## src/ctp_pkg.sv

```systemverilog
// Shared types, widths and codes for the collision time predictor.
// Depends on nothing; every other file in the block imports it.
package ctp_pkg;

   // Fixed point scale of positions, radii and times.
   localparam int FRAC_BITS = 16;

   // Port field widths.
   localparam int TYPE_W = 2;
   localparam int NOW_W  = 32;
   localparam int POS_W  = 16;
   localparam int VEL_W  = 18;
   localparam int RAD_W  = 13;
   localparam int HOR_W  = 20;
   localparam int MAR_W  = 10;
   localparam int CSR_W  = 20;

   // Internal datapath widths.
   localparam int DP_W    = POS_W + 1;            // position difference, signed
   localparam int DV_W    = VEL_W + 1;            // velocity difference, signed
   localparam int S_W     = RAD_W + 2;            // summed radii plus margin
   localparam int PV_W    = DP_W + DV_W;          // dp * dv product, signed
   localparam int B_W     = PV_W + 1;             // dot product b, signed
   localparam int NB_W    = B_W - 2;              // magnitude of a negative b
   localparam int VV_W    = 2 * DV_W;             // dv . dv
   localparam int PP_W    = 2 * DP_W;             // single dp * dp term, signed
   localparam int SS_W    = 2 * S_W;              // s * s
   localparam int E_W     = PP_W + 1;             // pp - s*s, signed
   localparam int EU_W    = PP_W;                 // pp - s*s when not negative
   localparam int WD_W    = ((FRAC_BITS > POS_W) ? FRAC_BITS : POS_W) + 2;
   localparam int NUM_W   = NB_W;                 // numerator before scaling
   localparam int DEN_W   = VV_W;                 // divisor
   localparam int ROOT_W  = NB_W;                 // square root result
   localparam int D_W     = 2 * ROOT_W;           // discriminant
   localparam int P_W     = VV_W + EU_W;          // wide products b*b and vv*e
   localparam int Q_W     = HOR_W;                // quotient bits kept
   localparam int N_W     = NUM_W + FRAC_BITS;
   localparam int REM_W   = (N_W > DEN_W + Q_W) ? N_W : DEN_W + Q_W;

   // Split points for the wide multiplications.
   localparam int NB_LO = NB_W / 2 + 1;
   localparam int VV_LO = VV_W / 2;
   localparam int E_LO  = EU_W / 2;

   // Reset values of the configuration registers.
   localparam logic [HOR_W-1:0] HORIZON_RESET = HOR_W'(655360);
   localparam logic [MAR_W-1:0] MARGIN_RESET  = MAR_W'(66);

   // Request kinds.
   typedef enum logic [TYPE_W-1:0] {
      REQ_PAIR   = 2'd0,
      REQ_WALL_X = 2'd1,
      REQ_WALL_Y = 2'd2
   } ctp_kind_type;

   // Configuration register indexes.
   typedef enum logic [0:0] {
      CSR_HORIZON = 1'b0,
      CSR_MARGIN  = 1'b1
   } ctp_csr_type;

   // Sideband carried through the square root pipeline.
   typedef struct packed {
      logic             pair;
      logic             miss;
      logic             zero;
      logic [NOW_W-1:0] now;
      logic [NUM_W-1:0] num;
      logic [DEN_W-1:0] den;
   } ctp_sside_type;

   // Sideband carried through the divider pipeline.
   typedef struct packed {
      logic             miss;
      logic             zero;
      logic             ovf;
      logic [NOW_W-1:0] now;
   } ctp_dside_type;

endpackage

```

## src/ctp_divider.sv

```systemverilog
// Pipelined restoring divider: overflow check, then one quotient bit per stage.
// Depends on ctp_pkg for widths and the sideband struct.
module ctp_divider (
   input  logic                         clock,
   input  logic                         reset,
   input  logic                         adv,
   input  logic                         in_valid,
   input  logic [ctp_pkg::NUM_W-1:0]    in_num,
   input  logic [ctp_pkg::DEN_W-1:0]    in_den,
   input  ctp_pkg::ctp_dside_type       in_side,
   output logic                         out_valid,
   output logic [ctp_pkg::Q_W-1:0]      out_quot,
   output ctp_pkg::ctp_dside_type       out_side
);
   import ctp_pkg::*;

   localparam int NST = Q_W + 1;

   logic               vld_ff  [NST];
   logic [REM_W-1:0]   rem_ff  [NST];
   logic [DEN_W-1:0]   den_ff  [NST];
   logic [Q_W-1:0]     quot_ff [NST];
   ctp_dside_type      side_ff [NST];

   logic [REM_W-1:0]   rem0_in;
   ctp_dside_type      side0_in;

   // Scale the numerator and flag quotients that do not fit in Q_W bits.
   always_comb begin
      rem0_in      = REM_W'(in_num) << FRAC_BITS;
      side0_in     = in_side;
      side0_in.ovf = rem0_in >= (REM_W'(in_den) << Q_W);
   end

   always_ff @(posedge clock) begin
      if (reset) begin
         vld_ff[0] <= 1'b0;
      end else if (adv) begin
         vld_ff[0] <= in_valid;
      end
   end

   always_ff @(posedge clock) begin
      if (adv) begin
         rem_ff[0]  <= rem0_in;
         den_ff[0]  <= in_den;
         quot_ff[0] <= '0;
         side_ff[0] <= side0_in;
      end
   end

   genvar k;
   for (k = 1; k < NST; k++) begin : g_stage
      localparam int BIT = Q_W - k;
      logic [REM_W-1:0] shifted;
      logic [REM_W-1:0] rem_in;
      logic [Q_W-1:0]   quot_in;

      // Subtract the shifted divisor where it fits.
      always_comb begin
         shifted = REM_W'(den_ff[k-1]) << BIT;
         if (rem_ff[k-1] >= shifted) begin
            rem_in  = rem_ff[k-1] - shifted;
            quot_in = quot_ff[k-1] | (Q_W'(1) << BIT);
         end else begin
            rem_in  = rem_ff[k-1];
            quot_in = quot_ff[k-1];
         end
      end

      always_ff @(posedge clock) begin
         if (reset) begin
            vld_ff[k] <= 1'b0;
         end else if (adv) begin
            vld_ff[k] <= vld_ff[k-1];
         end
      end

      always_ff @(posedge clock) begin
         if (adv) begin
            rem_ff[k]  <= rem_in;
            den_ff[k]  <= den_ff[k-1];
            quot_ff[k] <= quot_in;
            side_ff[k] <= side_ff[k-1];
         end
      end
   end

   assign out_valid = vld_ff[NST-1];
   assign out_quot  = quot_ff[NST-1];
   assign out_side  = side_ff[NST-1];

endmodule

```

## config.mk

```make
export PLATFORM = sky130hd
export DESIGN_NAME = ctp_divider
export DESIGN_NICKNAME = d
export VERILOG_FILES = /design/src/ctp_pkg.sv /design/src/ctp_divider.sv
export SDC_FILE = /design/constraint.sdc
export NUM_CORES = 2
export LEC_CHECK = 0
export BUFFER_PORTS_ARGS = -buffer_cell sky130_fd_sc_hd__buf_2
export CAP_MARGIN = 25
export CORE_ASPECT_RATIO = 1.5
export CORE_MARGIN = 1
export CORE_UTILIZATION = 50
export DETAILED_ROUTE_END_ITERATION = 12
export GPL_ROUTABILITY_DRIVEN = 1
export PLACE_DENSITY = 0.66
export SLEW_MARGIN = 25
export SYNTH_ARGS = -nofsm -noshare
export SYNTH_HDL_FRONTEND = slang
export SYNTH_SLANG_ARGS = --single-unit
```

## constraint.sdc

```tcl
create_clock -name clock -period 5.1 [get_ports clock]
set_clock_uncertainty 0.1 [all_clocks]
set_input_delay 0.255 -clock clock [delete_from_list [all_inputs] [get_ports clock]]
set_output_delay 0.255 -clock clock [all_outputs]
set_load 0.1 [all_outputs]
```

### Word-level counts from Yosys, hierarchy flattened

Memories as Yosys holds them, arrays and structs flattened.
Index checks and enable logic that the tools add are counted.

* flip-flop bits (word level): 0
* output and inout port bits: 56
* bits in writable memories: 3192
* logic and storage cells: 134
* memories: 5
* bits of input ports: 112

Memories
* rem_ff: words 21, width 58, read ports 20, clocked after Yosys merged registers in 0, write ports 21, line ctp_divider.sv:20 `logic [REM_W-1:0] rem_ff [NST];`
* den_ff: words 21, width 38, read ports 20, clocked after Yosys merged registers in 0, write ports 21, line ctp_divider.sv:21 `logic [DEN_W-1:0] den_ff [NST];`
* side_ff: words 21, width 35, read ports 21, clocked after Yosys merged registers in 0, write ports 21, line ctp_divider.sv:23 `ctp_dside_type side_ff [NST];`
* quot_ff: words 21, width 20, read ports 21, clocked after Yosys merged registers in 0, write ports 21, line ctp_divider.sv:22 `logic [Q_W-1:0] quot_ff [NST];`
* vld_ff: words 21, width 1, read ports 21, clocked after Yosys merged registers in 0, write ports 21, line ctp_divider.sv:19 `logic vld_ff [NST];`

* add/subtract/negate cells: 20
* mux-type cells: 67
* bitwise gates (word level): 21
* order comparisons: 21

Operator list (count)
* $mux 58: 20
* $ge 51x58->1: 1
* $ge 58x38->1: 1
* $ge 58x39->1: 1
* $ge 58x40->1: 1
* $ge 58x41->1: 1
* $ge 58x42->1: 1
* $ge 58x43->1: 1
* $ge 58x44->1: 1
* $ge 58x45->1: 1
* $ge 58x46->1: 1
* $ge 58x47->1: 1
* $ge 58x48->1: 1
* $ge 58x49->1: 1
* $ge 58x50->1: 1
* $ge 58x51->1: 1
* $ge 58x52->1: 1
* $ge 58x53->1: 1
* $ge 58x54->1: 1
* $ge 58x55->1: 1
* $ge 58x56->1: 1
* $ge 58x57->1: 1
* $sub 58x38->58: 1
* $sub 58x39->58: 1
* 39 further kinds: 86

### Logic depth before layout (Yosys ltp)

* word-level depth: 4
* gate-level depth with buffers: 17
* depth with buffers taken out: 15

### Least setup slack after synthesis

No wires, ideal clock.

* path type: reg2reg
* start: mem rem_ff[0][190] (netlist bit)
* end: mem rem_ff[1][51] (netlist bit), data pin
* period minus slack after synthesis: 3.662 ns
* buffers on the path: 2
* library setup time: 0.262 ns
* arrival time: 3.300 ns
* data required time: 4.738 ns
* setup slack: 1.438 ns
* stages on the path, launching flop included: 17
* cell sequence: edfxtp_1 > inv_1 > ha_1 > inv_1 > fa_1 > a21oi_1 > o21bai_1 > a31o_2 > a31oi_1 > a211o_1 > o211ai_1 > a21bo_2 > a21o_1 > a211o_1 > clkbuf_1 > buf_2 > mux2_1

RTL lines (line)
* start: declaration: ctp_divider.sv:20

==> out/metrics.yaml <==
placed_design:
  port_buffers: 166
  dpl.hpwl_um: 318100
  place_congestion: 1.059
  dp_slack_ns: 0.3161
sta:
  setup_viol: 0
  finalMaxSlewViolations: 0
  min_period_ns: 4.845
  hold_violations: 0
  rsz0062_at_grt: "no"
  holdWs_ns: 0.04089
  worst_pin_slew_ns: 1.110
  max_freq_mhz: 206.4
  fin_crit_sh_pct: 95.00
  fin_tns_setup_ns: 0
  finalWorstSetupSlack_ns: 0.2548
  slew-limit-headroom_pct: 25.19
synthesis:
  syn_avg_cell_area_sq_um: 11.77
  synth_nets: 12480
  syn_inst: 11570
  synth_top_cell_by_area: "edfxtp_1"
  synth_edf_count: 2679
  yosysUniqueCellTypes: 100
  syn_area_sq_um: 136200
  synth.top_cell.area_share_pct: 59.08
  ys_seq_area_share_pct: 59.08
  synthFlopType: "edfxtp_1"
  ys_ff_latch: 2679
  async_flop_share_pct: 0
  synth_area_leaders: "edfxtp_1, ha_1, a21oi_1"
  synth_warnings: 0
worst_hold_path:
  min_to: "rem_ff[0][49]$_DFFE_PP_"
  min_path_type: "in -> reg"
  min-delay-start: "in_num[33]"
  hold_depth: 2
layout:
  areaGrowthSynthToFinish_pct: 13.39
  seqCellArea_sq_um: 80450
  fin_nets: 13130
  fillers: 21790
  multiInputGateArea_sq_um: 50610
  drive_gt1_share_pct: 9.396
  final_common_cell: "edfxtp_1"
  layout_common_cells: "edfxtp_1, inv_1, a21oi_1, nand2_1, ha_1"
floorplanning:
  fp.dieH_um: 641.1
  num_io_pins: 168
  start_util_pct: 50.28
  dieArea_sq_um: 274500
  core_sq_um: 270800
  die_w_um: 428.1
  rows: 234
global_routing:
  antenna_found_initial: 26
  grt_pass1_wl_um: 584400
  grt-ovfl-total: 0
  grt_use_total_pct: 29.11
  first_global_vias: 96250
  grt_max_degree: 159
pwr:
  vdd_ir_drop_max_mv: 0.4298
  power.density_nw_per_um2: 559.3
  p_leak_uw: 0.06049
worst_setup_path:
  r2r-end: "rem_ff[4][220]$_DFFE_PP_"
  reg2reg_from: "rem_ff[4][138]$_DFFE_PP_"
  cp_max_fo: 9
  crit_type: "reg -> reg"
  cp-end-kind: "flop"
  rrSetupSlack_ns: 0.25
  cp-start-kind: "flop"
  rr_worst_depth: 12
  critPathArrivalTime_ns: 5.33
  critPathRequiredTime_ns: 5.58
cts:
  clock-sinks: 2679
  cts_setup_buffers: 0
  clockBufferDepth: 4
  htreeDepth: 5
  root_buffer: "clkbuf_16"
  cts_tree: "built"
  path_clk_slew_ns: 0.06
  worstSkewPairLatency_ns: 0.88
  cts_buffers: 271
flow_run:
  max_cap_viol_count: 0
route:
  routed_wl_um: 406500
  viasPerCell: 5.696
  wl_per_cell_um: 25.32
  drt_drc_violations_left: 0
  vias: 91460
  firstDrtPassIters: 8
  first_iter_violations: 4789
  ant_nets: 0
status:
  status: "finished clean"
## registers in the layout (all words and copies together) (netlist names)
register / count
side_ff: 735
den_ff: 760
rem_ff: 953
quot_ff: 210
vld_ff: 21
## synthesized netlist by cell type (30+ instances only)
library cell and n:
or3_1 66, o21ai_0 757, and2_1 68, nand2b_1 98
buf_4 36, nor2b_1 104, o211ai_1 53, and3_1 67
nor2_1 700, edfxtp_1 2679, nand4_1 188, clkbuf_1 300
nand3_1 185, xor2_1 375, a211oi_1 62, nor3_1 168
a21oi_1 949, a21o_1 445, inv_1 1006, ha_1 784
nor4_1 88, o21bai_1 131, or2_2 30, mux2_2 102
nand2_1 895, xnor2_1 445, o31ai_1 70, a31oi_1 76
o21a_1 100
## final cells by class
cell class              count  area share (%)
diodes                    108          0.1750
clock buffers             320           4.622
clock inverters           151          0.8444
inverters                1010           2.455
multi-input cells        7491           32.78
flip-flops and latches   2679           52.10
well taps                3540           2.869
repair buffers            758           4.151
## timing repair
action / 4_1_cts / 5_1_grt
gates resized for setup: 0 / 0
hold endpoints to repair: 252 / 0
hold buffers: 203 / 0
setup endpoints to repair: 0 / 0
## worst max-delay path by stage
stage / slack [ns] / end / cells past startpoint / start
after floorplan: 1.44 / rem_ff[1][51]$_DFFE_PP_ / 16 / rem_ff[0][190]$_DFFE_PP_
after global placement: 0.24 / rem_ff[2][84]$_DFFE_PP_ / 14 / den_ff[2][16]$_DFFE_PP_
after detailed placement: 0.32 / rem_ff[2][52]$_DFFE_PP_ / 15 / rem_ff[1][199]$_DFFE_PP_
after CTS: 0.33 / rem_ff[2][168]$_DFFE_PP_ / 14 / den_ff[2][39]$_DFFE_PP_
after global routing: 0.1 / rem_ff[2][168]$_DFFE_PP_ / 14 / den_ff[2][38]$_DFFE_PP_
final: 0.25 / rem_ff[4][220]$_DFFE_PP_ / 12 / rem_ff[4][138]$_DFFE_PP_
## logic make-up after synthesis
family / count (synthesis) / share of synthesized area, %
compound gates: 2966 / 13.46
simple gates: 2795 / 9.846
flops: 2679 / 59.08
buf+inv: 1396 / 3.973
xor+xnor: 820 / 5.275
fa+ha+maj: 803 / 7.484
mux: 107 / 0.8840
## metrics by stage
step	instance area (sq um)	std cells	util [%]	power, uW
after global placement	143600	15270	53.03	66110
after CTS	154100	15950	56.90	86230
after detailed placement	143600	15270	53.04	66660
after global routing	154400	16050	57.01	90400
after floorplan	136200	11570	-	53710
final	154400	16060	57.01	86360
## critical path: stages, from the launching register on
cell and delay [ns]:
edfxtp_1 0.40, ha_1 0.48, nand4_1 0.24, or4_4 0.62, a2111oi_2 0.70, nor3_2 0.10, buf_4 0.21, o41ai_4 0.59
nand2_1 0.20, nand3_2 0.15, nand3_1 0.07, a311oi_1 0.54, xor2_1 0.14
## report_power, final
group | total [uW] | switching (uW) | internal [uW]
clock network | 19300 | 8390 | 10900
logic | 34400 | 21200 | 13300
registers | 32600 | 2670 | 29900
total | 86400 | 32200 | 54100
## layer usage
| layer | part of all wire [%] | GRT usage (%) | vias to the layer above |
|---|---|---|---|
| met5 | 0.0037 | 0 | - |
| met1 | 25 | 19.03 | 44000 |
| li1 | - | - | 43800 |
| met2 | 59 | 61.57 | 2364 |
| met4 | 13 | 33.45 | 2 |
| met3 | 2.6 | 3.141 | 1285 |
(Power assumes the default switching activity.)
